`src/rtl/core/tme_reduce.sv`:
```
// tme_reduce: reduces a signed or unsigned field to a step modulo a constant depth
module tme_reduce #(
	parameter int DEPTH     = 65536,
	parameter int IN_W      = 16,
	parameter bit SIGNED_IN = 1'b1
) (
	input  logic [IN_W-1:0]          value,
	output logic [$clog2(DEPTH)-1:0] step
);

	localparam int OUT_W = $clog2(DEPTH);
	localparam int STEPS = (IN_W + 1 > OUT_W) ? IN_W - OUT_W + 1 : 0;
	localparam int RW    = (OUT_W > IN_W) ? OUT_W : IN_W;

	logic            neg;
	logic [IN_W-1:0] mag;
	logic [IN_W-1:0] rem;
	logic [RW-1:0]   rem_x;

	// restoring reduction: one compare and subtract per quotient bit
	always_comb begin
		neg = SIGNED_IN && value[IN_W-1];
		mag = neg ? -value : value;
		rem = mag;
		for (int k = STEPS - 1; k >= 0; k--) begin
			if (64'(rem) >= (64'(DEPTH) << k)) begin
				rem = rem - IN_W'(64'(DEPTH) << k);
			end
		end
		rem_x = RW'(rem);
		if (neg && (rem != '0)) begin
			step = OUT_W'(RW'(DEPTH) - rem_x);
		end else begin
			step = OUT_W'(rem_x);
		end
	end

endmodule
```
`config.mk`:
```
export PLATFORM = sky130hd
export DESIGN_NAME = tme_reduce
export DESIGN_NICKNAME = d
export VERILOG_FILES = /design/src/rtl/core/tme_reduce.sv
export SDC_FILE = /design/constraint.sdc
export NUM_CORES = 1
export LEC_CHECK = 0
export ABC_AREA = 0
export BUFFER_PORTS_ARGS = -buffer_cell sky130_fd_sc_hd__buf_4
export CORE_MARGIN = 4
export CORE_UTILIZATION = 50
export DETAILED_ROUTE_END_ITERATION = 8
export GPL_TIMING_DRIVEN = 0
export MAX_ROUTING_LAYER = met4
export PLACE_DENSITY = 0.91
export SYNTH_ARGS = -nofsm -noshare
export SYNTH_HDL_FRONTEND = slang
export SYNTH_SLANG_ARGS = --single-unit
```
`constraint.sdc`:
```
create_clock -name vclk -period 2.55
set_input_delay 0.1275 -clock vclk [all_inputs]
set_output_delay 0.1275 -clock vclk [all_outputs]
set_load 0.01 [all_outputs]
```
==> flow_summary.yaml, run 1 <==
run_status:
  status: "complete, but fails checks"
  violations: "setup timing"
routing:
  drt-initial-drc-count: 113
  post-route-drc-count: 0
  num_vias: 1687
  dr.pass1.iters: 5
  routedWlPerCell_um: 17.5
  routed_via_density: 6.72
  ant_nets: 0
  wirelength_mm: 4.38
power_and_ir_drop:
  power.share.sequential_pct: 0
  p_per_area_nw_per_um2: 152
  clockPowerShare_pct: 0
  p_leak_nw: 0.637
  p_sw_share_pct: 55.9
  peakVddDrop_mv: 0.144
  p_int_uw: 117
  p_sw_uw: 149
  finalPower_uw: 266
  combPwrFrac_pct: 100.0
global_routing:
  grt_usage_pct: 23.6
  grt_max_degree: 11
  grt_use_met1_pct: 29.1
  globalRouteMet3Util_pct: 0.905
  gr-total-overflow: 0
  top_usage_layer: "met2"
  antenna_found_initial: 0
  grt_util_met2_pct: 42.3
  first_global_vias: 1427
  grt_pass1_wl_mm: 6.33
synthesis:
  yosysSeqAreaShare_pct: 0
  synth_common_cells: "21 x nand2_1, 17 x nor2_1, 11 x a21oi_1, 11 x clkbuf_1, 9 x xnor2_1"
  synthXorXnorAreaFrac_pct: 11.6
  synth_compound_area_share_pct: 35.9
  synth_top_area_share_pct: 6.53
  synthMuxAreaShare_pct: 1.76
  synth_fp_nets: 200
  synthDistinctLibCells: 61
  netlist_instances: 183
  syn_area_sq_um: 1210
  ys_warn_count: 0
  avgSynthCellArea_sq_um: 6.60
  yosys.area_share.simple_pct: 41.6
  synth_top_area_cell: "nand2_1"
  synth_most_common_cell: "nand2_1"
  synth_area_leaders: "nand2_1 6.5%, xnor2_1 6.5%, nor2_1 5.3%, xor2_1 5.1%, a21oi_1 4.6%"
  synth_top_family_by_area: "simple AND/OR/NAND/NOR gates"
  synth_fa_ha_area_share_pct: 1.04
sta:
  worstMarginPinSlew_ps: 521
  max_freq_mhz: 384
  fin_tns_setup_ps: -115
  relSlewSlack_pct: 65.1
  slew_viol_final: 0
  hold_viol: 0
  post-route-worst-setup-slack_ps: -56.4
  finalCriticalPeriod_ps: 2610
  rsz0062_at_grt: "yes"
  finalSetupViolations: 3
  period_share_pct: 102
critical_path:
  cp-start-kind: "input port"
  cp_max_fo: 9
  worstPathRequired_ps: 2420
  path_class: "input port to primary output"
  crit_arrival_ps: 2480
  cp-end-kind: "primary output"
hold_path:
  hold_class: "input port to primary output"
  holdPathStages: 3
layout:
  n_clock_buffer: 0
  final_core_util_pct: 77.5
  multi_input_area_sq_um: 1240
  fin_nets: 242
  area_growth_pct: 44.8
  seq_cells: 0
  n_fill_cell: 177
  drive_above_1_share_pct: 39.5
  seq_area_sq_um: 0
  diodes: 0
die:
  std_cell_rows: 17
  num_io_pins: 32
  die_w_um: 57.1
  start_util_pct: 53.6
  core_area_sq_um: 2250
  dieArea_sq_um: 3260
  die_h_um: 57.1
place:
  hpwlAfterDp_mm: 2.75
  gp_congestion: 0.911
  numPortBuffers: 26
  post-place-ws_ps: -352
run:
  cap_violations: 0
clock_network:
  postCtsHoldBufs: 0
==> what timing repair did <==
item	in CTS	in global routing
pin swaps	9	14
resized for setup	23	33
setup buffers	6	8
endpoints found under the setup margin	12	12
==> final timing paths <==
path       from  endpoint  slack (ps)
max    value[6]   step[7]         -60
min   value[14]  step[14]         540
==> worst max-delay path, stage by stage <==
cell and delay, ps:
buf_2 180, or4_4 610, o2111a_1 300, a211oi_4 370, nor4_4 120, a31oi_1 250
mux2_1 350, nand2_1 80, buf_6 100
==> metal layers <==
layer  part of all wire [%]  vias to the layer above
li1                       -                      783
met1                     38                      781
met2                     50                      108
met3                    9.7                       15
met4                    2.5                        0
met5                      0                        -
==> power groups by stage <==
| stage | Sequential (mW) | Combinational [mW] | Clock [mW] |
|---|---|---|---|
| after floorplan | 0 | 0.137 | 0 |
| after global placement | 0 | 0.206 | 0 |
| after detailed placement | 0 | 0.210 | 0 |
| after CTS | 0 | 0.230 | 0 |
| after global routing | 0 | 0.284 | 0 |
| final | 0 | 0.266 | 0 |
==> per-stage QoR <==
step,instance area [sq um],cells,hold WS [ps]
2_1_floorplan,1210,183,335
5_1_grt,1750,251,558
4_1_cts,1570,243,545
6_report,1750,251,545
3_3_place_gp,1440,237,542
3_5_place_dp,1440,237,545
==> cell type report <==
class                      instances  share of cell area [%]
multi-input combinational        159                    70.9
timing repair buffer              40                    18.1
buffer                            17                    6.08
inverter                           7                    2.93
tap                               28                    2.00
==> cell usage in the layout, fill, tap and decap left out, types with 4 or more instances in the layout <==
master,netlist,routed
nand4_1,5,5
xnor2_1,9,9
nand3_1,4,4
nand4b_1,4,4
a21oi_1,11,9
nor3_1,8,6
clkbuf_1,11,5
nand2_1,21,21
o21ai_0,5,4
nor2_1,17,17
buf_4,1,39
a31oi_1,6,6
clkbuf_2,0,7
inv_1,7,5
xor2_1,7,7
==> logic make-up after synthesis <==
family / after synthesis
adders and majority gates: 1
buffers and inverters: 24
AOI/OAI and AO/OA: 55
xor gates and xnor gates: 16
and+or+nand+nor: 85
muxes: 2
(Power assumes the default switching activity.)
==> run 2, diff against run 1 <==
--- a/config.mk
+++ b/config.mk
@@ -16,3 +16,4 @@
 export SYNTH_ARGS = -nofsm -noshare
 export SYNTH_HDL_FRONTEND = slang
 export SYNTH_SLANG_ARGS = --single-unit
+export TNS_END_PERCENT = 10
==> run 2 against run 1 <==
Compared with the run above:
- the flow still finishes with violations (setup timing)
- global-route usage decreased by 0.57 points
- first-iteration DRC count down 24%
- fmax up 0.56%
- via count down 4.1%
- final cell count down 2.4%
- highest routed layer unchanged
- combinational power down 5%
- critical endpoint is now step[9]
- critical path depth rose by 2
==> flow_summary.yaml, run 2 (synthesized netlist as in run 1, its figures left out) <==
place:
  hpwlAfterDp_mm: 2.75
  numPortBuffers: 26
  post-place-ws_ps: -352
  gp_congestion: 0.911
  placed_area_sq_um: 1440
routing:
  drt-initial-drc-count: 86
  ant_nets: 0
  dr.pass1.iters: 4
  wirelength_mm: 3.98
  routed_via_density: 6.60
  routedWlPerCell_um: 16.2
  num_vias: 1617
  post-route-drc-count: 0
die:
  std_cell_rows: 17
  die_w_um: 57.1
  num_io_pins: 32
  die_h_um: 57.1
  dieArea_sq_um: 3260
  start_util_pct: 53.6
  core_area_sq_um: 2250
sta:
  hold_viol: 0
  finalSetupViolations: 2
  worstMarginPinSlew_ps: 521
  rsz0062_at_grt: "yes"
  finalCriticalPeriod_ps: 2590
  slew_viol_final: 0
  max_freq_mhz: 386
  fin_tns_setup_ps: -52.8
  post-route-worst-setup-slack_ps: -41.9
  period_share_pct: 102
  relSlewSlack_pct: 65.3
run_status:
  violations: "setup timing"
  status: "complete, but fails checks"
hold_path:
  worstHoldEndpoint: "step[14]"
  hold_class: "input port to primary output"
  holdPathStages: 3
  hp-start: "value[14]"
global_routing:
  grt_pass1_wl_mm: 6.21
  grt_usage_pct: 23.0
  grt_max_degree: 11
  antenna_found_initial: 0
  first_global_vias: 1422
  gr-total-overflow: 0
layout:
  area_growth_pct: 38.2
  drive_above_1_share_pct: 37.3
  final_core_util_pct: 74.0
  final_area_sq_um: 1670
  final_cell_mix: "35 x buf_4, 21 x nand2_1, 17 x nor2_1"
  seq_cells: 0
  layout_commonest_cell: "buf_4"
  n_clock_buffer: 0
  seq_area_sq_um: 0
  fin_nets: 236
  diodes: 0
critical_path:
  crit_arrival_ps: 2460
  path_class: "input port to primary output"
  worstPathRequired_ps: 2420
  cp-start-kind: "input port"
  cp_max_fo: 9
  cp-end-kind: "primary output"
power_and_ir_drop:
  p_leak_nw: 0.596
  peakVddDrop_mv: 0.122
  finalPower_uw: 252
  p_per_area_nw_per_um2: 151
run:
  cap_violations: 0
clock_network:
  postCtsHoldBufs: 0
run 2: cell count changes in the layout (fill, tap and decap cells not counted), sizes merged:
cell    before  now
inv          5    6
buf         45   39
clkinv       2    1
run 2: repair_timing:
item / 4_1_cts / 5_1_grt
endpoints found under the setup margin: 12 / 12
setup buffers: 3 / 5
pin swaps: 9 / 8
gates resized for setup: 20 / 29
run 2: worst max path at each step:
stage / cells past startpoint / endpoint / slack (ps) / from
after floorplan: 10 / step[15] / 3 / value[1]
after global placement: 10 / step[9] / -340 / value[0]
after detailed placement: 9 / step[9] / -350 / value[4]
after CTS: 9 / step[9] / -20 / value[4]
after global routing: 12 / step[7] / -120 / value[1]
final: 11 / step[9] / -40 / value[1]
run 2: layout make-up:
type,count,area [sq um]
Fill cell,180,586
Tap cell,28,35.0
Inverter,7,36.3
Timing Repair Buffer,34,268
Multi-Input combinational cell,159,1230
Buffer,17,98.8
run 2: worst max-delay path: stages:
cell	delay (ps)
buf_12	120
clkinv_4	50
ha_4	130
or3b_4	380
or3_4	390
a211o_4	360
a211o_4	370
o31ai_2	170
a41oi_1	70
o311ai_1	110
buf_4	170
run 2: power breakdown:
group          total [mW]  leakage, nW  switching (mW)  internal [mW]
clock network           0            0               0              0
logic               0.252        0.596           0.142          0.110
registers               0            0               0              0
run 2: metrics by stage:
| step | hold slack, ps | instances |
|---|---|---|
| 2_1_floorplan | 335 | 183 |
| 3_3_place_gp | 542 | 237 |
| 3_5_place_dp | 545 | 237 |
| 4_1_cts | 545 | 240 |
| 5_1_grt | 558 | 245 |
| 6_report | 545 | 245 |
run 2: routing by layer:
| layer | share of wire (%) | vias up | GRT usage, % |
|---|---|---|---|
| li1 | - | 772 | - |
| met1 | 42 | 739 | 29.3 |
| met2 | 48 | 94 | 41.6 |
| met3 | 8.1 | 12 | 0.679 |
| met4 | 2.1 | 0 | 2.32 |
| met5 | 0 | - | - |
